$ cat src/rtl/fibonacci_counter_unit_macros.svh
// Assertion helpers for the counter unit; expect clk and arst_n in scope.
`ifndef FIBONACCI_COUNTER_UNIT_MACROS_SVH
`define FIBONACCI_COUNTER_UNIT_MACROS_SVH

// same-cycle implication
`define FCU_ASSERT_IMPL(lbl, ante, cons, msg) \
	lbl: assert property (@(posedge clk) disable iff (!arst_n) (ante) |-> (cons)) \
		else $error(msg);

// next-cycle implication
`define FCU_ASSERT_NEXT(lbl, ante, cons, msg) \
	lbl: assert property (@(posedge clk) disable iff (!arst_n) (ante) |=> (cons)) \
		else $error(msg);

`endif

$ cat src/rtl/fibc_pkg.sv
package fibc_pkg;

	localparam int FIBC_WIDTH = 32;
	localparam int UPC_W = 5;

	typedef enum logic [2:0] {
		CMD_UP   = 3'd0,
		CMD_DOWN = 3'd1,
		CMD_NTH  = 3'd2,
		CMD_GE   = 3'd3,
		CMD_LE   = 3'd4,
		CMD_GT   = 3'd5,
		CMD_LT   = 3'd6,
		CMD_CLR  = 3'd7
	} cmd_t;

	typedef enum logic [1:0] {
		UOP_CLR,
		UOP_UP,
		UOP_DOWN,
		UOP_RET
	} uop_t;

	typedef enum logic [2:0] {
		CND_ALWAYS,
		CND_V_GT_CUR,
		CND_CUR_GT_V,
		CND_CUR_LE_V,
		CND_CUR_GE_V,
		CND_CNT_LT_V
	} cond_t;

	typedef struct packed {
		cond_t             cond;
		uop_t              op;
		logic [UPC_W-1:0]  target;
	} uword_t;

	typedef struct packed {
		logic v_gt_cur;
		logic cur_gt_v;
		logic cnt_lt_v;
		logic would_sat;
	} dp_status_t;

	typedef struct packed {
		logic start;
		logic exec;
		uop_t op;
	} dp_ctrl_t;

	typedef struct packed {
		logic [2:0]  command;
		logic [31:0] operand;
	} in_word_t;

	typedef struct packed {
		logic [31:0] term;
		logic [31:0] term_before;
		logic        overflow;
	} out_word_t;

endpackage

$ cat src/rtl/fibc_urom.sv
module fibc_urom (
	input  logic [fibc_pkg::UPC_W-1:0] pc,
	input  logic [2:0]                 command,
	output fibc_pkg::uword_t           word,
	output logic [fibc_pkg::UPC_W-1:0] entry
);
	import fibc_pkg::*;

	localparam logic [UPC_W-1:0] A_RET      = UPC_W'(0);
	localparam logic [UPC_W-1:0] A_UP       = UPC_W'(1);
	localparam logic [UPC_W-1:0] A_DOWN     = UPC_W'(2);
	localparam logic [UPC_W-1:0] A_CLR      = UPC_W'(3);
	localparam logic [UPC_W-1:0] A_NTH      = UPC_W'(4);
	localparam logic [UPC_W-1:0] A_NTH_LOOP = UPC_W'(5);
	localparam logic [UPC_W-1:0] A_NTH_RET  = UPC_W'(6);
	localparam logic [UPC_W-1:0] A_GE       = UPC_W'(7);
	localparam logic [UPC_W-1:0] A_GE_LOOP  = UPC_W'(8);
	localparam logic [UPC_W-1:0] A_GE_RET   = UPC_W'(9);
	localparam logic [UPC_W-1:0] A_LE       = UPC_W'(10);
	localparam logic [UPC_W-1:0] A_LE_LOOP  = UPC_W'(11);
	localparam logic [UPC_W-1:0] A_LE_FIX   = UPC_W'(12);
	localparam logic [UPC_W-1:0] A_LE_RET   = UPC_W'(13);
	localparam logic [UPC_W-1:0] A_GT       = UPC_W'(14);
	localparam logic [UPC_W-1:0] A_GT_LOOP  = UPC_W'(15);
	localparam logic [UPC_W-1:0] A_GT_FIX   = UPC_W'(16);
	localparam logic [UPC_W-1:0] A_GT_ABOVE = UPC_W'(17);
	localparam logic [UPC_W-1:0] A_GT_RET   = UPC_W'(18);
	localparam logic [UPC_W-1:0] A_LT       = UPC_W'(19);
	localparam logic [UPC_W-1:0] A_LT_LOOP  = UPC_W'(20);
	localparam logic [UPC_W-1:0] A_LT_FIX   = UPC_W'(21);
	localparam logic [UPC_W-1:0] A_LT_RET   = UPC_W'(22);

	function automatic uword_t uw(cond_t c, uop_t o, logic [UPC_W-1:0] t);
		uword_t w;
		w.cond = c;
		w.op = o;
		w.target = t;
		return w;
	endfunction

	always_comb begin
		unique case (pc)
			A_RET:      word = uw(CND_ALWAYS,   UOP_RET,  A_RET);
			A_UP:       word = uw(CND_ALWAYS,   UOP_UP,   A_RET);
			A_DOWN:     word = uw(CND_ALWAYS,   UOP_DOWN, A_RET);
			A_CLR:      word = uw(CND_ALWAYS,   UOP_CLR,  A_RET);
			A_NTH:      word = uw(CND_ALWAYS,   UOP_CLR,  A_NTH_LOOP);
			A_NTH_LOOP: word = uw(CND_CNT_LT_V, UOP_UP,   A_NTH_LOOP);
			A_NTH_RET:  word = uw(CND_ALWAYS,   UOP_RET,  A_RET);
			A_GE:       word = uw(CND_ALWAYS,   UOP_CLR,  A_GE_LOOP);
			A_GE_LOOP:  word = uw(CND_V_GT_CUR, UOP_UP,   A_GE_LOOP);
			A_GE_RET:   word = uw(CND_ALWAYS,   UOP_RET,  A_RET);
			A_LE:       word = uw(CND_ALWAYS,   UOP_CLR,  A_LE_LOOP);
			A_LE_LOOP:  word = uw(CND_V_GT_CUR, UOP_UP,   A_LE_LOOP);
			A_LE_FIX:   word = uw(CND_CUR_GT_V, UOP_DOWN, A_LE_RET);
			A_LE_RET:   word = uw(CND_ALWAYS,   UOP_RET,  A_RET);
			A_GT:       word = uw(CND_ALWAYS,   UOP_CLR,  A_GT_LOOP);
			A_GT_LOOP:  word = uw(CND_V_GT_CUR, UOP_UP,   A_GT_LOOP);
			A_GT_FIX:   word = uw(CND_CUR_GT_V, UOP_DOWN, A_GT_ABOVE);
			A_GT_ABOVE: word = uw(CND_CUR_LE_V, UOP_UP,   A_GT_ABOVE);
			A_GT_RET:   word = uw(CND_ALWAYS,   UOP_RET,  A_RET);
			A_LT:       word = uw(CND_ALWAYS,   UOP_CLR,  A_LT_LOOP);
			A_LT_LOOP:  word = uw(CND_V_GT_CUR, UOP_UP,   A_LT_LOOP);
			A_LT_FIX:   word = uw(CND_CUR_GE_V, UOP_DOWN, A_LT_RET);
			A_LT_RET:   word = uw(CND_ALWAYS,   UOP_RET,  A_RET);
			default:    word = uw(CND_ALWAYS,   UOP_RET,  A_RET);
		endcase
	end

	always_comb begin
		unique case (cmd_t'(command))
			CMD_UP:   entry = A_UP;
			CMD_DOWN: entry = A_DOWN;
			CMD_NTH:  entry = A_NTH;
			CMD_GE:   entry = A_GE;
			CMD_LE:   entry = A_LE;
			CMD_GT:   entry = A_GT;
			CMD_LT:   entry = A_LT;
			CMD_CLR:  entry = A_CLR;
			default:  entry = A_CLR;
		endcase
	end

endmodule

$ cat src/rtl/fibc_useq.sv
`include "fibonacci_counter_unit_macros.svh"

module fibc_useq (
	input  logic                 clk,
	input  logic                 arst_n,
	input  logic                 go,
	input  logic [2:0]           command,
	input  fibc_pkg::dp_status_t st,
	input  logic                 out_free,
	output logic                 busy,
	output logic                 emit,
	output fibc_pkg::dp_ctrl_t   ctrl
);
	import fibc_pkg::*;

	logic             busy_q;
	logic [UPC_W-1:0] pc_q;
	logic [UPC_W-1:0] pc_next;
	logic [UPC_W-1:0] entry;
	uword_t           word;
	logic             cond_true;

	fibc_urom u_urom (
		.pc      (pc_q),
		.command (command),
		.word    (word),
		.entry   (entry)
	);

	always_comb begin
		unique case (word.cond)
			CND_ALWAYS:   cond_true = 1'b1;
			CND_V_GT_CUR: cond_true = st.v_gt_cur;
			CND_CUR_GT_V: cond_true = st.cur_gt_v;
			CND_CUR_LE_V: cond_true = !st.cur_gt_v;
			CND_CUR_GE_V: cond_true = !st.v_gt_cur;
			CND_CNT_LT_V: cond_true = st.cnt_lt_v;
			default:      cond_true = 1'b0;
		endcase
	end

	// leave a step-up loop on saturation
	always_comb begin
		pc_next = pc_q + UPC_W'(1);
		if (cond_true && !(word.op == UOP_UP && st.would_sat && word.cond != CND_ALWAYS)) begin
			pc_next = word.target;
		end
	end

	assign busy = busy_q;
	assign emit = busy_q && word.op == UOP_RET && out_free;
	assign ctrl.start = go;
	assign ctrl.exec = busy_q && word.op != UOP_RET && cond_true;
	assign ctrl.op = word.op;

	always_ff @(posedge clk or negedge arst_n) begin
		if (!arst_n) begin
			busy_q <= 1'b0;
			pc_q <= '0;
		end else if (go) begin
			busy_q <= 1'b1;
			pc_q <= entry;
		end else if (busy_q) begin
			if (emit) begin
				busy_q <= 1'b0;
			end else if (word.op != UOP_RET) begin
				pc_q <= pc_next;
			end
		end
	end

	`FCU_ASSERT_IMPL(a_go_when_idle, go, !busy_q, "command taken while sequencer busy")
	`FCU_ASSERT_IMPL(a_exec_xor_emit, ctrl.exec || emit, busy_q && !(ctrl.exec && emit), "datapath op and result in same step")
	`FCU_ASSERT_NEXT(a_emit_idles, emit && !go, !busy_q, "sequencer stays busy after result")

endmodule

$ cat src/rtl/fibc_dpath.sv
`include "fibonacci_counter_unit_macros.svh"

module fibc_dpath #(
	parameter int WIDTH = fibc_pkg::FIBC_WIDTH
) (
	input  logic                 clk,
	input  logic                 arst_n,
	input  fibc_pkg::dp_ctrl_t   ctrl,
	input  logic [31:0]          operand,
	output fibc_pkg::dp_status_t st,
	output fibc_pkg::out_word_t  res
);
	import fibc_pkg::*;

	localparam int CntW = $clog2(2 * WIDTH + 4);
	localparam int OpW = (WIDTH < 32) ? WIDTH : 32;

	logic [WIDTH-1:0] cur_q;
	logic [WIDTH-1:0] prev_q;
	logic [WIDTH-1:0] v_q;
	logic [WIDTH-1:0] before_q;
	logic [CntW-1:0]  cnt_q;
	logic             ovf_q;
	logic             would_sat;

	assign would_sat = (cur_q != '0) && (prev_q > ~cur_q);

	assign st.v_gt_cur = v_q > cur_q;
	assign st.cur_gt_v = cur_q > v_q;
	assign st.cnt_lt_v = WIDTH'(cnt_q) < v_q;
	assign st.would_sat = would_sat;

	assign res.term = 32'(cur_q[OpW-1:0]);
	assign res.term_before = 32'(before_q[OpW-1:0]);
	assign res.overflow = ovf_q;

	always_ff @(posedge clk or negedge arst_n) begin
		if (!arst_n) begin
			cur_q <= '0;
			prev_q <= '0;
			ovf_q <= 1'b0;
		end else if (ctrl.start) begin
			ovf_q <= 1'b0;
		end else if (ctrl.exec) begin
			unique case (ctrl.op)
				UOP_CLR: begin
					cur_q <= '0;
					prev_q <= '0;
				end
				UOP_UP: begin
					if (cur_q == '0) begin
						cur_q <= WIDTH'(1);
					end else if (would_sat) begin
						ovf_q <= 1'b1;
					end else begin
						prev_q <= cur_q;
						cur_q <= cur_q + prev_q;
					end
				end
				UOP_DOWN: begin
					if (prev_q == '0) begin
						cur_q <= '0;
					end else begin
						cur_q <= prev_q;
						prev_q <= cur_q - prev_q;
					end
				end
				default: begin
				end
			endcase
		end
	end

	always_ff @(posedge clk) begin
		if (ctrl.start) begin
			v_q <= WIDTH'(operand[OpW-1:0]);
			before_q <= cur_q;
		end
		if (ctrl.exec && ctrl.op == UOP_CLR) begin
			cnt_q <= '0;
		end else if (ctrl.exec && ctrl.op == UOP_UP) begin
			cnt_q <= cnt_q + CntW'(1);
		end
	end

	`FCU_ASSERT_IMPL(a_prev_le_cur, 1'b1, prev_q <= cur_q, "previous term above current term")
	`FCU_ASSERT_NEXT(a_up_grows, ctrl.exec && ctrl.op == UOP_UP && !ctrl.start && prev_q != '0 && !would_sat, cur_q > $past(cur_q), "step up did not grow the term")
	`FCU_ASSERT_IMPL(a_ovf_cause, $rose(ovf_q), $past(ctrl.exec && ctrl.op == UOP_UP && would_sat), "overflow without saturating step")

endmodule

$ cat src/rtl/fibonacci_counter_unit.sv
// Fibonacci counter unit.
// Input channel (in_valid/in_ready/in_data) takes one command word: step up,
// step down, clear, nth term, or a search for the term nearest an operand.
// Output channel (out_valid/out_ready/out_data) returns one word per command:
// the new term, the term held before the command, and an overflow flag.
// A microcode sequencer runs each command as a short program; one microword
// executes per cycle, except while a finished result waits for the output
// register, and a step-up loop adds one term per cycle. Up, down and clear
// run one datapath microword and return; nth and searches clear the terms,
// step up in a loop and, for LE, GT and LT, adjust the term; then return.
// The step-up loop sets the rate: one command in flight at a time, so
// in_ready is low from accept until its result enters the output register.
// The output register lets the next command be accepted while a result waits.
// If the receiver stalls, a finished result holds in its final microword
// until the output register frees up.
// Reset clears both terms to zero, the overflow flag and the handshakes.
module fibonacci_counter_unit #(
	parameter int WIDTH = fibc_pkg::FIBC_WIDTH
) (
	input  logic                clk,
	input  logic                arst_n,
	input  logic                in_valid,
	output logic                in_ready,
	input  fibc_pkg::in_word_t  in_data,
	output logic                out_valid,
	input  logic                out_ready,
	output fibc_pkg::out_word_t out_data
);
	import fibc_pkg::*;

	logic       busy;
	logic       emit;
	logic       go;
	logic       out_free;
	logic       out_valid_q;
	out_word_t  out_data_q;
	out_word_t  res;
	dp_ctrl_t   ctrl;
	dp_status_t st;

	assign in_ready = !busy;
	assign go = in_valid && !busy;
	assign out_free = !out_valid_q || out_ready;
	assign out_valid = out_valid_q;
	assign out_data = out_data_q;

	fibc_useq u_useq (
		.clk      (clk),
		.arst_n   (arst_n),
		.go       (go),
		.command  (in_data.command),
		.st       (st),
		.out_free (out_free),
		.busy     (busy),
		.emit     (emit),
		.ctrl     (ctrl)
	);

	fibc_dpath #(
		.WIDTH (WIDTH)
	) u_dpath (
		.clk     (clk),
		.arst_n  (arst_n),
		.ctrl    (ctrl),
		.operand (in_data.operand),
		.st      (st),
		.res     (res)
	);

	always_ff @(posedge clk or negedge arst_n) begin
		if (!arst_n) begin
			out_valid_q <= 1'b0;
		end else if (emit) begin
			out_valid_q <= 1'b1;
		end else if (out_ready) begin
			out_valid_q <= 1'b0;
		end
	end

	always_ff @(posedge clk) begin
		if (emit) begin
			out_data_q <= res;
		end
	end

endmodule
$ cat config.mk
export PLATFORM = sky130hd
export DESIGN_NAME = fibonacci_counter_unit
export DESIGN_NICKNAME = d
export VERILOG_FILES = /design/src/rtl/fibc_pkg.sv /design/src/rtl/fibc_urom.sv /design/src/rtl/fibc_useq.sv /design/src/rtl/fibc_dpath.sv /design/src/rtl/fibonacci_counter_unit.sv
export VERILOG_INCLUDE_DIRS = /design/src /design/src/rtl
export SDC_FILE = /design/constraint.sdc
export NUM_CORES = 1
export LEC_CHECK = 0
export ABC_AREA = 1
export BUFFER_PORTS_ARGS = -buffer_cell sky130_fd_sc_hd__buf_4
export CAP_MARGIN = 20
export CORE_MARGIN = 4
export CORE_UTILIZATION = 55
export DETAILED_ROUTE_END_ITERATION = 10
export PLACE_DENSITY = 0.83
export SLEW_MARGIN = 20
export SYNTH_ARGS = -nofsm -noshare
export SYNTH_HDL_FRONTEND = slang
export SYNTH_SLANG_ARGS = --single-unit
$ cat constraint.sdc
create_clock -name clk -period 7 [get_ports clk]
set_clock_uncertainty 0.15 [all_clocks]
set_input_delay 0.7 -clock clk [delete_from_list [all_inputs] [get_ports clk]]
set_output_delay 0.7 -clock clk [all_outputs]
set_load 0.005 [all_outputs]
==> summary.md <==
| Metric | Value |
|---|---|
| Outcome | `complete, but fails checks` |
| Failing checks | `negative hold slack` |
| Worst hold margin | `-0.0148 ns` |
| Met3 GRT Util | `0.0616` |
| Setup WS post-layout | `2.84 ns` |
| Post-synth top area cell | `edfxtp_1` |
| CTS max path bufs | `3` |
| Post-Route WL | `39,900 µm` |
| Number of global-route vias before repair | `12,100` |
| HP Class | `in2async` |
| Relative max-transition margin | `0.277` |
| Placement Cell Area | `14,600 µm²` |
| Synth top area share | `0.284` |
| Final setup fails | `0` |
| Max H-tree Level | `1` |
| Crit path max fanout | `64` |
| EDFF count, synth | `129` |
| TritonCTS clock tree | `yes` |
| DR DRC count | `0` |
| CTS clock-pin slew for the worst setup and hold paths | `0.06 ns` |
| Max Slew Vio Count | `0` |
| Routed WL per cell | `18.8 µm` |
| Post-DP HPWL | `29,800 µm` |
| Hold_buf cts | `0` |
| Via/cell ratio | `5.91` |
| Unrepaired setup endpoints after global routing | `no` |
| Worst-Margin Slew | `1.07 ns` |
| Routability cong. | `1.07` |
| Seq/Total Area, Yosys | `0.426` |
| Antenna Violating Nets Remaining | `0` |
| Syn Area/Cell | `8.04 µm²` |
| Ant diodes | `0` |
| DRT iter0 DRCs | `1,397` |
| Final hold violations | `9` |
| CP required | `7.22 ns` |
| Initial core utilization | `0.560` |
| First-pass GRT wire length | `62,400 µm` |
| Die ar. | `27,400 µm²` |
| Sink Count | `208` |
| Largest net degree at the start of global routing | `73` |
| Post-Syn Area | `13,700 µm²` |
| Grt met1 use | `0.377` |
| CP startpoint kind | `flip-flop` |
| Synth top area cells | `edfxtp_1 28%, dfrtp_1 13%, ha_1 11%` |
| Postcts setup bufs | `0` |
| Most frequent cells after synthesis | `371 x nand2_1, 213 x inv_1, 146 x nor2_1` |
| Main flop type after synthesis | `edfxtp_1` |
| Met2 GRT Util | `0.481` |
| Total of max-cap violations | `0` |
| Layout area overhead | `12.6%` |
| DRT Pass-1 Iters | `6` |
| Distinct cells, synth | `52` |
| Maximum achievable frequency | `0.240 GHz` |
| Busiest metal layer after global routing | `met2` |
| Fin area | `15,400 µm²` |
| CP Data Arrival Time | `4.38 ns` |
| Share of layout cells above drive strength 1 | `0.0995` |
| Cells after synthesis | `1,699` |
| Global route overflow | `0` |
| Setup crit end kind | `flip-flop` |
| Final period util | `0.594` |
| Chip Width | `166 µm` |
| Initial antenna violation count | `1` |
| Post-synth ARST share | `0.346` |
| Yosys reg bits | `208` |
| Core area | `24,400 µm²` |
| I/O Pins | `106` |
| Syn. warnings | `0` |
| Place WS | `2.88 ns` |
| Root buffer cell | `clkbuf_16` |
| Port Buf Inserts | `105` |
| Total track usage | `0.289` |
| Die H | `166 µm` |
| CTS resizes | `0` |
| Minimum clock period | `4.16 ns` |
| Setup TNS | `0 ns` |
| CTS buffer count | `23` |
| # nets final | `1,940` |
| Rows | `57` |
| Most common cell in the netlist | `nand2_1` |
| Vias | `12,500` |
| CP Class | `reg2reg` |
| Clk_lat worst skew | `0.52 ns` |
| Mapped Nets | `1,857` |
==> stage by stage <==
stage / instances / util
after global placement: 2079 / 0.598
final: 2123 / 0.630
after global routing: 2123 / 0.630
after detailed placement: 2079 / 0.598
after CTS: 2121 / 0.629
after floorplan: 1699 / -
==> placed cells by master, fill, tap and decap left out, drive strengths merged, types with 4 or more instances in the layout <==
cell type	instances
clkbuf	32
a31oi	6
or2	4
o22ai	26
nand4	34
xnor2	6
o21bai	9
o21a	8
a21oi	147
nand2	372
buf	114
ha	117
o211ai	4
nor2	151
o21ai	165
dfrtp	72
nor3	14
nor4	15
dfxtp	7
inv	224
clkinv	6
nand3	97
edfxtp	129
xor2	11
a21o	10
==> cell families after synthesis <==
logic type | synth area share
AND/OR/NAND/NOR | 0.215
AO/OA/AOI/OAI | 0.153
buffers and inverters | 0.0850
flip-flops | 0.426
adder cells (fa/ha/maj) | 0.110
XOR/XNOR | 0.0109
==> area by class of cell <==
type | count | area, µm²
clock buffers | 32 | 651
clock inverters | 10 | 91.3
fillers | 2138 | 9020
inverters | 223 | 840
multi-input cells | 1212 | 6690
flip-flops and latches | 208 | 5820
well taps | 324 | 405
repair buffers | 114 | 881
==> worst paths after layout <==
kind                                               start                        endpoint  slack [ns]  cells past startpoint
setup / recovery              u_useq.pc_q[0]$_DFFE_PN0P_  u_dpath.prev_q[15]$_DFFE_PN0P_        2.84                     11
hold / removal                                    arst_n       u_dpath.ovf_q$_DFFE_PN0P_       -0.01                      1
setup reg to reg              u_useq.pc_q[0]$_DFFE_PN0P_  u_dpath.prev_q[15]$_DFFE_PN0P_        2.84                     11
hold reg to reg            u_dpath.before_q[6]$_DFFE_PP_           out_data[7]$_DFFE_PP_        0.26                      0
max in group asynchronous                         arst_n   u_dpath.cur_q[15]$_DFFE_PN0P_        6.08                      2
min in group clk                             in_data[13]       u_dpath.v_q[13]$_DFFE_PP_        0.20                      1
==> state kept, by name, summed over array words and instances, names as in the netlist <==
register / cells
out_data: 65
out_valid: 1
u_dpath.before_q: 32
u_dpath.cnt_q: 7
u_dpath.cur_q: 32
u_dpath.ovf_q: 1
u_dpath.prev_q: 32
u_dpath.v_q: 32
u_useq.busy: 1
u_useq.pc_q: 5
==> worst max-delay path, cell delays in order, from the launching register on <==
cell and delay [ns]:
dfrtp_1 0.46, inv_1 0.14, ha_1 0.35, o211ai_1 0.20, nand2_1 0.08, o21a_1 0.23
ha_1 0.42, inv_1 0.75, o32ai_1 0.21, nand3b_4 0.67, nand2_1 0.22, o21ai_1 0.09
==> per-layer routing <==
layer | wire (µm) | share of wire | vias to the layer above
met5 | 7 | 0.00018 | -
met4 | 1470 | 0.037 | 2
met3 | 4080 | 0.10 | 110
met2 | 18700 | 0.47 | 633
met1 | 15600 | 0.39 | 5882
li1 | - | - | 5912
Power is left out: the tool's default activity adds up to more than one toggle a clock period on the data nets, which glitch-free logic cannot reach.
